File: src/crcfa_pkg.sv
// Shared types, constants and the bytewise CRC-16 update for the frame block.
package crcfa_pkg;

  localparam logic [15:0] CRC_POLY = 16'h1021;
  localparam logic [15:0] CRC_INIT = 16'h0000;

  localparam logic [1:0] TAIL_NONE = 2'd0;
  localparam logic [1:0] TAIL_LOW  = 2'd1;
  localparam logic [1:0] TAIL_HIGH = 2'd2;

  typedef struct packed {
    logic [7:0]  echo_byte;
    logic        echo_last;
    logic        echo_ok;
    logic [15:0] echo_value;
    logic        tail_en;
    logic [15:0] tail_crc;
  } frame_res_t;

  function automatic logic [15:0] crc_update(input logic [15:0] crc_in,
                                             input logic [7:0] data_in);
    logic [15:0] crc;
    crc = crc_in ^ {data_in, 8'h00};
    for (int k = 0; k < 8; k++) begin
      if (crc[15]) begin
        crc = {crc[14:0], 1'b0} ^ CRC_POLY;
      end else begin
        crc = {crc[14:0], 1'b0};
      end
    end
    return crc;
  endfunction

  function automatic logic [15:0] swap16(input logic [15:0] v);
    return {v[7:0], v[15:8]};
  endfunction

endpackage

File: src/crcfa_frame.sv
// Per-frame CRC state and the result of one accepted byte.
module crcfa_frame import crcfa_pkg::*; (
  input  logic       clk,
  input  logic       rst_n,
  input  logic       accept,
  input  logic [7:0] data_byte,
  input  logic       last_byte,
  input  logic       check_mode,
  output frame_res_t res
);

  logic [15:0] crc_r, crc_nxt;
  logic [15:0] prev_crc_r, prev_crc_nxt;
  logic [7:0]  hist_r, hist_nxt;
  logic [1:0]  count_r, count_nxt;
  logic [15:0] crc_new;
  logic [15:0] rx_val;
  logic [15:0] sw_val;
  logic        long_frame;

  assign crc_new    = crc_update(crc_r, data_byte);
  assign long_frame = (count_r >= 2'd2);
  assign rx_val     = {data_byte, hist_r};
  assign sw_val     = swap16(prev_crc_r);

  always_comb begin
    res.echo_byte  = data_byte;
    res.echo_last  = 1'b0;
    res.echo_ok    = 1'b0;
    res.echo_value = 16'h0000;
    res.tail_en    = 1'b0;
    res.tail_crc   = crc_new;
    if (last_byte) begin
      if (check_mode) begin
        res.echo_last = 1'b1;
        if (long_frame) begin
          res.echo_ok    = (rx_val == sw_val);
          res.echo_value = sw_val;
        end
      end else begin
        res.tail_en = 1'b1;
      end
    end
  end

  always_comb begin
    crc_nxt      = crc_r;
    prev_crc_nxt = prev_crc_r;
    hist_nxt     = hist_r;
    count_nxt    = count_r;
    if (accept) begin
      if (last_byte) begin
        crc_nxt      = CRC_INIT;
        prev_crc_nxt = CRC_INIT;
        hist_nxt     = 8'h00;
        count_nxt    = 2'd0;
      end else begin
        crc_nxt      = crc_new;
        prev_crc_nxt = crc_r;
        hist_nxt     = data_byte;
        count_nxt    = (count_r == 2'd3) ? count_r : count_r + 2'd1;
      end
    end
  end

  always_ff @(posedge clk) begin
    if (!rst_n) begin
      crc_r      <= CRC_INIT;
      prev_crc_r <= CRC_INIT;
      hist_r     <= 8'h00;
      count_r    <= 2'd0;
    end else begin
      crc_r      <= crc_nxt;
      prev_crc_r <= prev_crc_nxt;
      hist_r     <= hist_nxt;
      count_r    <= count_nxt;
    end
  end

endmodule

File: src/crc16_frame_append_check.sv
// Top level: CRC-16 frame append and check with a registered result stage.
// A result is registered and valid in the cycle after the input transfer.
// Throughput: one byte per cycle while the output is not stalled; in append
// mode the final byte of a frame holds the input while the two CRC bytes go out.
// Reset (synchronous, active low) clears the mode, the frame CRC state, the
// result valid flag and the pending CRC byte state; the result data is not reset.
module crc16_frame_append_check import crcfa_pkg::*; (
  input  logic        clk,
  input  logic        rst_n,
  input  logic        cfg_wr_en,
  input  logic        cfg_wr_data,
  input  logic        in_valid,
  output logic        in_ready,
  input  logic [7:0]  in_data_byte,
  input  logic        in_last_byte,
  output logic        out_valid,
  input  logic        out_ready,
  output logic [7:0]  out_byte,
  output logic        out_last,
  output logic        out_crc_ok,
  output logic [15:0] out_crc_value
);

  logic        check_mode_r;
  logic        out_valid_r, out_valid_nxt;
  logic [7:0]  out_byte_r, out_byte_nxt;
  logic        out_last_r, out_last_nxt;
  logic        out_ok_r, out_ok_nxt;
  logic [15:0] out_value_r, out_value_nxt;
  logic [1:0]  tail_cnt_r, tail_cnt_nxt;
  logic [15:0] tail_crc_r, tail_crc_nxt;
  logic        in_fire;
  logic        out_fire;
  frame_res_t  res;

  assign in_ready = (tail_cnt_r == TAIL_NONE) && (!out_valid_r || out_ready);
  assign in_fire  = in_valid && in_ready;
  assign out_fire = out_valid_r && out_ready;

  crcfa_frame u_frame (
    .clk        (clk),
    .rst_n      (rst_n),
    .accept     (in_fire),
    .data_byte  (in_data_byte),
    .last_byte  (in_last_byte),
    .check_mode (check_mode_r),
    .res        (res)
  );

  always_comb begin
    out_valid_nxt = out_valid_r;
    out_byte_nxt  = out_byte_r;
    out_last_nxt  = out_last_r;
    out_ok_nxt    = out_ok_r;
    out_value_nxt = out_value_r;
    tail_cnt_nxt  = tail_cnt_r;
    tail_crc_nxt  = tail_crc_r;
    if (out_fire && tail_cnt_r == TAIL_HIGH) begin
      out_byte_nxt  = tail_crc_r[15:8];
      out_last_nxt  = 1'b0;
      out_ok_nxt    = 1'b0;
      out_value_nxt = 16'h0000;
      tail_cnt_nxt  = TAIL_LOW;
    end else if (out_fire && tail_cnt_r == TAIL_LOW) begin
      out_byte_nxt  = tail_crc_r[7:0];
      out_last_nxt  = 1'b1;
      out_ok_nxt    = 1'b0;
      out_value_nxt = swap16(tail_crc_r);
      tail_cnt_nxt  = TAIL_NONE;
    end else if (in_fire) begin
      out_valid_nxt = 1'b1;
      out_byte_nxt  = res.echo_byte;
      out_last_nxt  = res.echo_last;
      out_ok_nxt    = res.echo_ok;
      out_value_nxt = res.echo_value;
      tail_crc_nxt  = res.tail_crc;
      tail_cnt_nxt  = res.tail_en ? TAIL_HIGH : TAIL_NONE;
    end else if (out_fire) begin
      out_valid_nxt = 1'b0;
    end
  end

  always_ff @(posedge clk) begin
    if (!rst_n) begin
      check_mode_r <= 1'b0;
      out_valid_r  <= 1'b0;
      tail_cnt_r   <= TAIL_NONE;
    end else begin
      if (cfg_wr_en) begin
        check_mode_r <= cfg_wr_data;
      end
      out_valid_r <= out_valid_nxt;
      tail_cnt_r  <= tail_cnt_nxt;
    end
  end

  always_ff @(posedge clk) begin
    out_byte_r  <= out_byte_nxt;
    out_last_r  <= out_last_nxt;
    out_ok_r    <= out_ok_nxt;
    out_value_r <= out_value_nxt;
    tail_crc_r  <= tail_crc_nxt;
  end

  assign out_valid     = out_valid_r;
  assign out_byte      = out_byte_r;
  assign out_last      = out_last_r;
  assign out_crc_ok    = out_ok_r;
  assign out_crc_value = out_value_r;

  // Pending CRC bytes always sit behind a valid result.
  a_tail_has_result: assert property (@(posedge clk) disable iff (!rst_n)
    (tail_cnt_r != TAIL_NONE) |-> out_valid_r)
    else $error("CRC bytes pending without a valid result");

  // No transfer is taken while CRC bytes are still to go out.
  a_no_accept_in_tail: assert property (@(posedge clk) disable iff (!rst_n)
    (tail_cnt_r != TAIL_NONE) |-> !in_ready)
    else $error("input ready while CRC bytes pending");

  // Every input transfer yields a valid result in the next cycle.
  a_accept_gives_result: assert property (@(posedge clk) disable iff (!rst_n)
    in_fire |=> out_valid_r)
    else $error("input transfer produced no result");

  // A set match flag only appears on the final result of a frame.
  a_ok_on_last: assert property (@(posedge clk) disable iff (!rst_n)
    (out_valid_r && out_ok_r) |-> out_last_r)
    else $error("crc_ok set on a result that is not final");

endmodule
File: config.mk
export PLATFORM = sky130hd
export DESIGN_NAME = crc16_frame_append_check
export DESIGN_NICKNAME = d
export VERILOG_FILES = /design/src/crcfa_pkg.sv /design/src/crcfa_frame.sv /design/src/crc16_frame_append_check.sv
export SDC_FILE = /design/constraint.sdc
export NUM_CORES = 1
export LEC_CHECK = 0
export ABC_AREA = 1
export BUFFER_PORTS_ARGS = -buffer_cell sky130_fd_sc_hd__buf_2
export CORE_MARGIN = 1
export CORE_UTILIZATION = 40
export DETAILED_ROUTE_END_ITERATION = 8
export HOLD_SLACK_MARGIN = 0.1
export PLACE_DENSITY = 0.64
export REMOVE_ABC_BUFFERS = 1
export SYNTH_ARGS = -nofsm -noshare
export SYNTH_HDL_FRONTEND = slang
export SYNTH_SLANG_ARGS = --single-unit
File: constraint.sdc
create_clock -name clk -period 2 [get_ports clk]
set_clock_uncertainty 0.15 [all_clocks]
set_input_delay 0.4 -clock clk [delete_from_list [all_inputs] [get_ports clk]]
set_output_delay 0.4 -clock clk [all_outputs]
set_load 0.02 [all_outputs]
# Word level (Yosys, flattened, before mapping)
# Index checks and enable logic that the tools add are counted.
# word_totals
register_bits	88
out_inout_bits	28
word_cells	78
inputBits	15
# op_classes
n_reduce_logical	16
magnitude_cmp	1
add_sub_neg	1
eq_ne	5
bitwise_logic	12
n_mux	30
# op_table
op	n
13-bit two-way mux	8
16-bit two-way mux	4
8-bit two-way mux	4
3-bit inverter	8
19-bit two-way mux	1
18-bit two-way mux	1
17-bit two-way mux	1
16-bit equality test	1
16-bit bitwise XOR	1
1-bit two-way mux	8
2-bit two-way mux	3
3-bit AND reduction	2
1-bit logical AND	5
2-bit equality test (second input constant)	2
2-bit nonzero test	2
1-bit inverter	3
3-bit nonzero test	1
3-bit OR reduction	1
2-bit by 1-bit adder with 2-bit output (second input constant)	1
2-bit by 1-bit equality test with 1-bit output (second input constant)	1
2-bit >= comparator (second input constant)	1
2-bit logical NOT	1
2-bit != test (second input constant)	1
2-bit AND reduction	1
3 further kinds	3

# Depth between registers and ports, before layout
# Gate-level depths: netlist (run 1).
# depth
word_depth	18
depth_mapped	9
mapped_depth_nobuf	9

# Modules after synthesis
# From an unflattened synthesis (run 1), not the netlist that was laid out.
# hier_totals
hier_cells	590
area_unflattened_um2	4496.8
# by_module_without_submodules
module	area_each_um2	instances	cells_each
crcfa_frame	2504.9	1	376
crc16_frame_append_check	1991.9	1	214

# Worst setup path after synthesis (run 1)
# Ideal clock, no wire load.
# synth_path
path_kind	register -> register
from	reg out_valid_r (netlist: out_valid)
to	reg out_byte_r[0] (netlist: out_byte[0]), enable pin
required_ps	1564
synth_period_minus_slack_ps	1739
arrival_ps	1303
slack_ps	261
path_buffers	0
stages_incl_launch_ff	6
path_cell_list	dfxtp_1 > nand2_1 > nand3_4 > nand2_1 > nor2_1 > inv_1
# synth_via
elab_chain_len	5
word_cells_on_any_way	8
# synth_lines
item	line	rtl
start: declaration	crc16_frame_append_check.sv:25	logic out_valid_r, out_valid_nxt;
start signal: assignment	crc16_frame_append_check.sv:92	out_valid_r <= out_valid_nxt;
1-bit logical NOT	crc16_frame_append_check.sv:36	assign in_ready = (tail_cnt_r == TAIL_NONE) && (!out_valid_r || out_ready);
1-bit logical OR	crc16_frame_append_check.sv:36	
1-bit logical AND	crc16_frame_append_check.sv:36	
1-bit logical AND	crc16_frame_append_check.sv:37	assign in_fire = in_valid && in_ready;
3-bit nonzero test (no line) *	--	
end signal: assignment	crc16_frame_append_check.sv:98	out_byte_r <= out_byte_nxt;
end: declaration	crc16_frame_append_check.sv:26	logic [7:0] out_byte_r, out_byte_nxt;
# Every way passes the cells marked *; elsewhere a longest branch is shown, timed or not.
# A chain may end at the register's enable or synchronous reset.

# Worst setup path after layout (run 1)
# layout_path
from	reg tail_cnt_r[0]
to	out in_ready
# layout_via
elab_chain_len	2
# layout_lines
item	line	rtl
start: declaration	crc16_frame_append_check.sv:30	logic [1:0] tail_cnt_r, tail_cnt_nxt;
start signal: assignment	crc16_frame_append_check.sv:93	tail_cnt_r <= tail_cnt_nxt;
2-bit logical NOT	crc16_frame_append_check.sv:36	
1-bit logical AND	crc16_frame_append_check.sv:36	
end: declaration	crc16_frame_append_check.sv:13	output logic in_ready,
# No other way between the ends.

==> metrics.log, run 1 <==
INFO  metric cp_cell_sequence = nor2_2, and2_1, buf_2
INFO  metric synthesized_area_per_cell = 7.65 sq um
INFO  metric area_of_the_multi_input_gates = 1640 sq um
INFO  metric startpoint_type = flop
INFO  metric timing.hold.worst.class = in2reg
INFO  metric unrepaired_setup_endpoints_after_global_routing = no
INFO  metric viasPerCell = 4.91
INFO  metric post_synth_instance_area = 3900 sq um
INFO  metric globalRouteOverflowTotal = 0
INFO  metric cts.reportedPaths.clkPinSlew = 0.09 ns
INFO  metric die-area = 10100 sq um
INFO  metric final_cell_count_no_fill = 695
INFO  metric drt_pass1_iterations = 5
INFO  metric layout.filler_cells = 922
INFO  metric post_route_cells_drive_above_1_share = 14.3%
INFO  metric grt_start_max_net_pins = 47
INFO  metric globalplace.congestion = 0.787
INFO  metric max_transition_margin = 67.5%
INFO  metric initial_core_util = 41.8%
INFO  metric total_leakage_power = 1.88 nW
INFO  metric status = completed
INFO  metric critPathMaxStageDelay = 0.36 ns
INFO  metric whs = 0.117 ns
INFO  metric floorplan_die_width = 101 um
INFO  metric maxCapViolations = 0
INFO  metric power.density = 835 nW/um^2
INFO  metric detailedRoute.firstIterationViolations = 199
INFO  metric dr_total_vias = 3414
INFO  metric worstPathMaxFanout = 4
INFO  metric worst_path_max_delay_cell = sky130_fd_sc_hd__dfxtp_1
INFO  metric rows = 35
INFO  metric dp.cells = 679
INFO  metric clock_buffer_depth = 2
INFO  metric critPathKind = reg2out
INFO  metric transition_time_at_the_pin_with_the_least_slew_margin = 0.487 ns
INFO  metric fin_util = 48.9%
INFO  metric remaining_drc_errors = 0
INFO  metric clk-insertion-delay-late = 0.37 ns
INFO  metric via_count_of_the_first_global_routing_pass = 3310
INFO  metric cts_setup_buffers = 0
INFO  metric detail_route.wirelength = 9810 um
INFO  metric critPathLaunch = tail_cnt_r[0]
INFO  metric initial_antenna_violation_count = 0
INFO  metric holdCritStartpoint = cfg_wr_data
INFO  metric grt.total_usage = 20.7%
INFO  metric cts_tree = built
INFO  metric number_of_max_slew_violations_in_the_final_report = 0
INFO  metric min_period_over_period = 87.0%
INFO  metric regArea = 2000 sq um
INFO  metric ant_nets = 0
INFO  metric grt_pass1_wl = 15900 um
INFO  metric die_h = 101 um
INFO  metric num-nets-final = 578
INFO  metric seq_area_frac_synth = 51.3%
INFO  metric worstReg2RegStart = out_valid
INFO  metric design.core.area = 9330 sq um
INFO  metric synthCells = 510
INFO  metric numCtsBuffers = 9
INFO  metric critical_path_required_time = 1.45 ns
INFO  metric netlist.top_cell.by_area = sky130_fd_sc_hd__dfxtp_1
INFO  metric most_frequent_standard_cell_in_the_layout_excluding_fill_and_tap_cells = sky130_fd_sc_hd__nand2_1
INFO  metric wl_per_cell = 14.1 um
INFO  metric ctsHoldBuffers = 0
INFO  metric design.portCount = 43
INFO  metric ys.warnings.count = 0
INFO  metric hpwlAfterDp = 7040 um
INFO  metric timing.final.hold_violations = 0
INFO  metric post_cts_resized = 0
INFO  metric vdd.ir_drop.worst = 0.000318 V
INFO  metric critPathArrivalTime = 1.19 ns
INFO  metric achievable-frequency = 575 MHz
INFO  metric synth_largest_type_area_fraction = 32.9%
INFO  metric most_frequent_cells_in_the_layout = 209 x sky130_fd_sc_hd__nand2_1, 64 x sky130_fd_sc_hd__dfxtp_1, 46 x sky130_fd_sc_hd__inv_1, 46 x sky130_fd_sc_hd__a21oi_1, 42 x sky130_fd_sc_hd__buf_2
INFO  metric synth.lib_cells_used.distinct = 27
INFO  metric n_antenna_cell = 0
INFO  metric final_setup_fails = 0
INFO  metric cts_root_buffer = sky130_fd_sc_hd__clkbuf_8
INFO  metric synth.top_cells.by_area = sky130_fd_sc_hd__dfxtp_1 33%, sky130_fd_sc_hd__nand2_1 20%, sky130_fd_sc_hd__edfxtp_1 18%
INFO  metric end_kind = output port
INFO  metric port-buffer-count = 42
INFO  metric numClockSinks = 88
INFO  metric finalCriticalPeriod = 1.74 ns
INFO  metric count_of_h_tree_levels_built_during_cts = 3
INFO  metric flow.area_growth_from_synthesis = 16.9%
INFO  metric postSynthRegisterBits = 88
## path summary, 6_finish.rpt
kind	slack, ns	endpoint	depth (start not counted)
setup / recovery	0.26	in_ready	3
hold / removal	0.12	check_mode_r	3
setup reg to reg	0.35	out_crc_ok	6
hold reg to reg	0.30	out_crc_value[0]	2
## where the power goes
group	switching [mW]	internal [mW]	leakage, nW
Combinational	0.325	0.169	1.02
Clock	0.707	0.606	0.104
Sequential	0.0563	1.94	0.749
Total	1.09	2.72	1.88
## flip-flops by register name, summed over array words and instances (netlist names)
register            flops
check_mode_r            1
tail_crc_r             16
out_last                1
out_crc_ok              1
out_byte                8
u_frame.prev_crc_r     16
u_frame.hist_r          8
out_valid               1
out_crc_value          16
tail_cnt_r              2
u_frame.count_r         2
u_frame.crc_r          16
## logic make-up after synthesis
kind of cell / share of synthesized area (%)
xor+xnor: 2.69
compound gates: 9.56
simple gates: 29.1
buf+inv: 6.70
fa+ha+maj: 0.642
flops: 51.3
## metal layers
layer | track usage [%] | part of all wire [%] | vias to the layer above | routed length, um
met3 | 3.12 | 4.8 | 15 | 470
met1 | 25.8 | 44 | 1587 | 4310
met2 | 35.5 | 49 | 78 | 4840
li1 | - | - | 1734 | -
met4 | 9.59 | 1.9 | 0 | 184
met5 | 0 | 0 | - | 0
## final cells by class
| type | instances | area share [%] |
|---|---|---|
| Inverter | 48 | 3.95 |
| Clock inverter | 7 | 1.89 |
| Timing Repair Buffer | 58 | 8.07 |
| Multi-Input combinational cell | 356 | 35.9 |
| Clock buffer | 9 | 2.72 |
| Tap cell | 129 | 3.54 |
| Sequential cell | 88 | 43.9 |
## metrics by stage
step                      worst slack [ns]  setup TNS [ns]  power [mW]  area (sq um)
after global placement               0.184               0        2.52          4350
after global routing                 0.187               0        3.96          4560
after floorplan                     -0.223           -1.80        2.33          3820
after CTS                            0.240               0        3.83          4560
after detailed placement             0.147               0        2.53          4350
final                                0.260               0        3.80          4560
## synthesized netlist by cell type
library cell	count
sky130_fd_sc_hd__ha_1	2
sky130_fd_sc_hd__edfxtp_1	24
sky130_fd_sc_hd__nand2_1	209
sky130_fd_sc_hd__nor2_4	2
sky130_fd_sc_hd__nor2_1	11
sky130_fd_sc_hd__o211ai_1	1
sky130_fd_sc_hd__xor2_1	5
sky130_fd_sc_hd__inv_1	46
sky130_fd_sc_hd__a31oi_1	12
sky130_fd_sc_hd__nand3b_1	1
sky130_fd_sc_hd__nand3_1	35
sky130_fd_sc_hd__dfxtp_1	64
sky130_fd_sc_hd__buf_4	2
sky130_fd_sc_hd__o21ai_0	8
sky130_fd_sc_hd__nor3_2	1
sky130_fd_sc_hd__xnor2_1	7
sky130_fd_sc_hd__and2_1	9
sky130_fd_sc_hd__clkinv_1	1
sky130_fd_sc_hd__buf_2	5
sky130_fd_sc_hd__clkbuf_1	11
sky130_fd_sc_hd__nand3_4	1
sky130_fd_sc_hd__a22oi_1	2
sky130_fd_sc_hd__nand4_1	1
sky130_fd_sc_hd__o21ai_1	1
sky130_fd_sc_hd__a21oi_1	46
sky130_fd_sc_hd__inv_2	1
sky130_fd_sc_hd__nor2_2	2
## critical path, delay by kind of cell (launching register included)
kind | cells | cell delay (ns)
buf+inv | 1 | 0.15
flops | 1 | 0.36
simple gates | 2 | 0.32
(Power assumes the default switching activity.)
==> run 2, diff against run 1 <==
--- a/config.mk
+++ b/config.mk
@@ -11,7 +11,7 @@
 export CORE_UTILIZATION = 40
 export DETAILED_ROUTE_END_ITERATION = 8
 export HOLD_SLACK_MARGIN = 0.1
-export PLACE_DENSITY = 0.64
+export PLACE_DENSITY_LB_ADDON = 0.2
 export REMOVE_ABC_BUFFERS = 1
 export SYNTH_ARGS = -nofsm -noshare
 export SYNTH_HDL_FRONTEND = slang
==> run 2 against run 1 <==
Against the previous run: global-route usage rose by 0.45 points; sequential power barely moved; largest cell class unchanged; total power fell by 2.6%; clock power fell by 7%; core utilization fell by 0.12 points; worst setup slack improved by 0.016 ns; first-iteration DRC count fell by 11%; critical endpoint unchanged; combinational power fell by 1%; flip-flop and latch count did not move; cell count fell by 0.14%.
==> metrics.log, run 2 (same netlist as run 1, synthesis figures left out) <==
INFO  metric finalCriticalPeriod = 1.72 ns (-0.0156 ns)
INFO  metric p_sw_share = 27.1% (-1.5 points)
INFO  metric port-buffer-count = 42 (unchanged)
INFO  metric die_h = 101 um (unchanged)
INFO  metric remaining_drc_errors = 0 (unchanged)
INFO  metric status = completed
INFO  metric achievable-frequency = 580 MHz (+0.90%)
INFO  metric critPathArrivalTime = 1.17 ns (-0.02 ns)
INFO  metric fin_util = 48.7% (-0.12 points)
INFO  metric totalNegativeSetupSlack = 0 ns (unchanged)
INFO  metric viasPerCell = 4.79 (-2.4%)
INFO  metric end_kind = output port
INFO  metric seqPwrFrac = 53.9% (+1.4 points)
INFO  metric worst-path-buf-inv = 1 (unchanged)
INFO  metric timing.final.hold_violations = 0 (unchanged)
INFO  metric grt.total_usage = 21.2% (+0.45 points)
INFO  metric clock_buffer_depth = 2 (unchanged)
INFO  metric dr_total_vias = 3326 (-2.6%)
INFO  metric cp_cell_sequence = nor2_2, and2_1, buf_2
INFO  metric post_dp_cell_area = 4350 sq um (+0.11%)
INFO  metric hpwlAfterDp = 6770 um (-3.9%)
INFO  metric initial_antenna_violation_count = 0 (unchanged)
INFO  metric total_leakage_power = 1.87 nW (about the same)
INFO  metric ant_nets = 0 (unchanged)
INFO  metric timing.hold.worst.class = in2reg
INFO  metric rows = 35 (unchanged)
INFO  metric cts_setup_buffers = 0 (unchanged)
INFO  metric cts.reportedPaths.clkPinSlew = 0.08 ns (about the same)
INFO  metric globalplace.congestion = 0.809 (+2.7%)
INFO  metric globalRouteOverflowTotal = 0 (unchanged)
INFO  metric power_frac_comb = 13.2% (+0.2 points)
INFO  metric worst_slack_setup_final = 0.276 ns (+0.0156 ns)
INFO  metric number_of_max_slew_violations_in_the_final_report = 0 (unchanged)
INFO  metric critPathKind = reg2out
INFO  metric power.switching = 1.00 mW (-7.8%)
INFO  metric min_period_over_period = 86.2% (-0.78 points)
INFO  metric worst_path_max_delay_cell = sky130_fd_sc_hd__dfxtp_1
INFO  metric design.core.area = 9330 sq um (unchanged)
INFO  metric count_of_h_tree_levels_built_during_cts = 3 (unchanged)
INFO  metric floorplan_die_width = 101 um (unchanged)
INFO  metric numClockSinks = 88 (unchanged)
INFO  metric drt_pass1_iterations = 4 (-1)
INFO  metric numCtsBuffers = 9 (unchanged)
INFO  metric grt_start_max_net_pins = 47 (unchanged)
INFO  metric initial_core_util = 41.8% (unchanged)
INFO  metric most_frequent_cells_in_the_layout = 209 x sky130_fd_sc_hd__nand2_1, 64 x sky130_fd_sc_hd__dfxtp_1, 46 x sky130_fd_sc_hd__inv_1, 46 x sky130_fd_sc_hd__a21oi_1, 42 x sky130_fd_sc_hd__buf_2
INFO  metric intPower = 2.70 mW (-0.54%)
INFO  metric critical_path_required_time = 1.45 ns (about the same)
INFO  metric transition_time_at_the_pin_with_the_least_slew_margin = 0.435 ns (-0.0515 ns)
INFO  metric max_transition_margin = 70.9% (+3.5 points)
INFO  metric critPathMaxStageDelay = 0.36 ns (about the same)
INFO  metric worstPathMaxFanout = 4 (unchanged)
INFO  metric pwr-share-clk = 32.9% (-1.6 points)
INFO  metric die-area = 10100 sq um (unchanged)
INFO  metric n_antenna_cell = 0 (unchanged)
INFO  metric design.portCount = 43 (unchanged)
INFO  metric final_area = 4550 sq um (-0.25%)
INFO  metric maxCapViolations = 0 (unchanged)
INFO  metric most_frequent_standard_cell_in_the_layout_excluding_fill_and_tap_cells = sky130_fd_sc_hd__nand2_1
INFO  metric detailedRoute.firstIterationViolations = 178 (-11%)
INFO  metric flow.area_growth_from_synthesis = 16.6%
INFO  metric ctsHoldBuffers = 0 (unchanged)
INFO  metric grt_pass1_wl = 16100 um (+1.5%)
INFO  metric clk-insertion-delay-late = 0.35 ns (-0.02 ns)
INFO  metric cts_tree = built
INFO  metric wl_per_cell = 14.1 um (-0.20%)
INFO  metric final_setup_fails = 0 (unchanged)
INFO  metric post_cts_resized = 0 (unchanged)
INFO  metric critPathTopFamily = flip-flops
INFO  metric via_count_of_the_first_global_routing_pass = 3172 (-4.2%)
INFO  metric vdd.ir_drop.worst = 0.000291 V (-8.6%)
INFO  metric pre_cts_slack = 0.133 ns (-0.0141 ns)
INFO  metric unrepaired_setup_endpoints_after_global_routing = no
INFO  metric num-nets-final = 577 (-0.17%)
INFO  metric layout.filler_cells = 909 (-1.4%)
INFO  metric cts_root_buffer = sky130_fd_sc_hd__clkbuf_8
INFO  metric post_route_cells_drive_above_1_share = 13.8% (-0.51 points)
INFO  metric detail_route.wirelength = 9780 um (-0.35%)
INFO  metric startpoint_type = flop
INFO  metric power.density = 815 nW/um^2 (-2.4%)
[run 2: final timing paths]
check	from	endpoint	slack (ns)	cells after the start
worst max-delay path	tail_cnt_r[0]	in_ready	0.28	3
worst min-delay path	cfg_wr_data	check_mode_r	0.12	3
worst max register to register	tail_cnt_r[0]	out_byte[3]	0.28	5
worst min register to register	out_crc_ok	out_crc_ok	0.31	2
[run 2: layer usage]
layer	wire, um	up-vias	global-route usage [%]	share of wire, %
met5	0	-	0	0
met4	118	0	6.58	1.2
met3	431	9	4.30	4.4
met2	4470	80	35.2	46
met1	4760	1503	27.8	49
li1	-	1734	-	-
[run 2: power by group through the flow]
stage | sequential, mW | combinational, mW | clock [mW]
detailed placement | 2.04 | 0.490 | 0
finish | 2.00 | 0.489 | 1.22
global placement | 2.04 | 0.485 | 0
CTS | 2.00 | 0.491 | 1.24
floorplan | 2.05 | 0.275 | 0
global route | 2.01 | 0.549 | 1.32
[run 2: layout make-up]
type | instances | area, sq um | area share [%]
Tap cell | 129 | 161 | 3.55
Sequential cell | 88 | 2000 | 44.0
Multi-Input combinational cell | 356 | 1640 | 36.0
Clock inverter | 2 | 10.0 | 0.220
Timing Repair Buffer | 57 | 373 | 8.20
Inverter | 48 | 180 | 3.96
Clock buffer | 14 | 184 | 4.05
[run 2: worst register-to-register path: stages, from the launching register on]
cell                      delay, ns
sky130_fd_sc_hd__dfxtp_1       0.36
sky130_fd_sc_hd__nor2_2        0.17
sky130_fd_sc_hd__nand3_4       0.15
sky130_fd_sc_hd__nand2_1       0.13
sky130_fd_sc_hd__nor2_1        0.06
sky130_fd_sc_hd__inv_1         0.35
[run 2: per-stage QoR]
step,hold slack (ns),total power [mW],cells
floorplan,0.295,2.33,492
CTS,0.113,3.73,694
detailed placement,0.293,2.53,678
finish,0.123,3.70,694
global placement,0.286,2.52,678
global route,0.147,3.88,694
==> run 3, diff against run 2 <==
--- a/config.mk
+++ b/config.mk
@@ -7,6 +7,7 @@
 export LEC_CHECK = 0
 export ABC_AREA = 1
 export BUFFER_PORTS_ARGS = -buffer_cell sky130_fd_sc_hd__buf_2
+export CORE_ASPECT_RATIO = 1.2
 export CORE_MARGIN = 1
 export CORE_UTILIZATION = 40
 export DETAILED_ROUTE_END_ITERATION = 8
==> run 3 against run 2 <==
Against the previous run: critical path depth did not move; register-to-register slack improved by 0.06 ns; first-iteration DRC count is 30% higher; fmax grew 1.1%; hold slack improved by 0.018 ns; worst setup slack better by 0.019 ns; core utilization grew 0.70 points; cell count decreased by 0.58%; clock power is 52% higher; flip-flop and latch count stayed put; non-clock buffer count is 2 higher; largest cell class unchanged.
==> metrics.log, run 3 (same netlist as run 1, synthesis figures left out) <==
INFO  metric whs = 0.140 ns (+0.0177 ns)
INFO  metric ant_nets = 0 (unchanged)
INFO  metric met1_usage = 26.9% (-0.82 points)
INFO  metric most_frequent_cells_in_the_layout = 209 x sky130_fd_sc_hd__nand2_1, 64 x sky130_fd_sc_hd__dfxtp_1, 46 x sky130_fd_sc_hd__inv_1, 46 x sky130_fd_sc_hd__a21oi_1, 42 x sky130_fd_sc_hd__buf_2
INFO  metric wl_per_cell = 14.6 um (+3.6%)
INFO  metric unrepaired_setup_endpoints_after_global_routing = no
INFO  metric initial_core_util = 41.0% (-0.82 points)
INFO  metric detailedRoute.firstIterationViolations = 231 (+30%)
INFO  metric area_of_the_multi_input_gates = 1640 sq um (unchanged)
INFO  metric timing.hold.worst.class = in2reg
INFO  metric die-area = 10200 sq um (about the same)
INFO  metric cts.reportedPaths.clkPinSlew = 0.06 ns (-0.02 ns)
INFO  metric startpoint_type = flop
INFO  metric cts_root_buffer = sky130_fd_sc_hd__clkbuf_16
INFO  metric grt_use_met2 = 34.8% (-0.39 points)
INFO  metric post_route_cells_drive_above_1_share = 14.3% (+0.48 points)
INFO  metric floorplan_die_width = 92.1 um (-8.5%)
INFO  metric met3_usage = 4.12% (-0.18 points)
INFO  metric vdd.ir_drop.worst = 0.000476 V (+64%)
INFO  metric busiest_layer = met2
INFO  metric total_leakage_power = 1.94 nW (+3.5%)
INFO  metric grt_start_max_net_pins = 42 (-11%)
INFO  metric min_period_over_period = 85.3% (-0.94 points)
INFO  metric cts_tree = built
INFO  metric num-nets-final = 579 (+0.35%)
INFO  metric port-buffer-count = 42 (unchanged)
INFO  metric timing.final.hold_violations = 0 (unchanged)
INFO  metric status = completed
INFO  metric ctsHoldBuffers = 0 (unchanged)
INFO  metric count_of_h_tree_levels_built_during_cts = 3 (unchanged)
INFO  metric number_of_max_slew_violations_in_the_final_report = 0 (unchanged)
INFO  metric flow.area_growth_from_synthesis = 20.6%
INFO  metric grt.total_usage = 21.3% (+0.12 points)
INFO  metric initial_antenna_violation_count = 0 (unchanged)
INFO  metric transition_time_at_the_pin_with_the_least_slew_margin = 0.437 ns (+0.00192 ns)
INFO  metric finalCriticalPeriod = 1.71 ns (-0.0188 ns)
INFO  metric worst_slack_setup_final = 0.295 ns (+0.0188 ns)
INFO  metric clock_buffer_depth = 2 (unchanged)
INFO  metric design.core.area = 9520 sq um (+2.0%)
INFO  metric achievable-frequency = 586 MHz (+1.1%)
INFO  metric regArea = 2000 sq um (unchanged)
INFO  metric critPathKind = reg2out
INFO  metric cts_setup_buffers = 0 (unchanged)
INFO  metric globalRouteOverflowTotal = 0 (unchanged)
INFO  metric critPathArrivalTime = 1.16 ns (about the same)
INFO  metric numCtsBuffers = 9 (unchanged)
INFO  metric pre_cts_slack = 0.249 ns (+0.115 ns)
INFO  metric dr_total_vias = 3409 (+2.5%)
INFO  metric detail_route.wirelength = 10100 um (+3.0%)
INFO  metric via_count_of_the_first_global_routing_pass = 3178 (+0.19%)
INFO  metric design.portCount = 43 (unchanged)
INFO  metric globalplace.congestion = 0.817 (+1.0%)
INFO  metric post_cts_resized = 0 (unchanged)
INFO  metric hpwlAfterDp = 7250 um (+7.2%)
INFO  metric end_kind = output port
INFO  metric drt_pass1_iterations = 4 (unchanged)
INFO  metric numClockSinks = 88 (unchanged)
INFO  metric worstPathMaxFanout = 4 (unchanged)
INFO  metric critical_path_required_time = 1.45 ns (about the same)
INFO  metric clk-insertion-delay-late = 0.34 ns (about the same)
INFO  metric layout.filler_cells = 953 (+4.8%)
INFO  metric rows = 39 (+11%)
INFO  metric power.density = 925 nW/um^2 (+13%)
INFO  metric max_transition_margin = 70.8% (-0.096 points)
INFO  metric grt_pass1_wl = 16200 um (+0.21%)
INFO  metric final_setup_fails = 0 (unchanged)
INFO  metric most_frequent_standard_cell_in_the_layout_excluding_fill_and_tap_cells = sky130_fd_sc_hd__nand2_1
INFO  metric n_antenna_cell = 0 (unchanged)
INFO  metric die_h = 110 um (+9.4%)
INFO  metric viasPerCell = 4.94 (+3.1%)
INFO  metric remaining_drc_errors = 0 (unchanged)
INFO  metric maxCapViolations = 0 (unchanged)
## run 3: cell types whose count changed in the layout (fill, tap and decap cells not counted), sizes merged
cell	before	now
clkbuf	14	11
buf	57	59
clkinvlp	0	2
clkinv	3	2
bufinv	0	2
## run 3: final cells by class
class / instances / area share (%)
Inverter: 48 / 3.83
Timing Repair Buffer: 59 / 8.51
Clock inverter: 5 / 1.68
Clock buffer: 11 / 5.37
Tap cell: 123 / 3.27
Sequential cell: 88 / 42.6
Multi-Input combinational cell: 356 / 34.8
## run 3: worst paths after layout
check | start | end | slack [ns] | cells past startpoint
max | tail_cnt_r[0] | in_ready | 0.29 | 3
min | cfg_wr_data | check_mode_r | 0.14 | 3
max reg2reg | u_frame.count_r[0] | out_crc_value[6] | 0.34 | 7
min reg2reg | out_crc_value[0] | out_crc_value[0] | 0.30 | 2
## run 3: routing by layer
metal / wire length [um] / share of wire (%)
met1: 4550 / 45
met2: 4760 / 47
met3: 442 / 4.4
met4: 318 / 3.2
met5: 0 / 0
## run 3: report_power, final
part	switching, mW	total [mW]	internal [mW]
Combinational	0.325	0.500	0.175
Sequential	0.0579	2.00	1.94
Clock	0.690	1.85	1.16
Total	1.07	4.35	3.28
## run 3: metrics by stage
stage          cell area, sq um  util [%]  total power [mW]  cells  setup TNS, ns
3_3_place_gp               4370      46.0              2.53    674              0
2_1_floorplan              3820         -              2.33    492          -1.80
6_report                   4700      49.4              4.35    690              0
4_1_cts                    4700      49.4              4.38    690              0
5_1_grt                    4700      49.4              4.53    690              0
3_5_place_dp               4370      46.0              2.54    674              0
## run 3: worst max-delay path, cell delays in order (launching register included)
cell and delay [ns]:
sky130_fd_sc_hd__dfxtp_1 0.35, sky130_fd_sc_hd__nor2_2 0.17, sky130_fd_sc_hd__and2_1 0.14, sky130_fd_sc_hd__buf_2 0.15
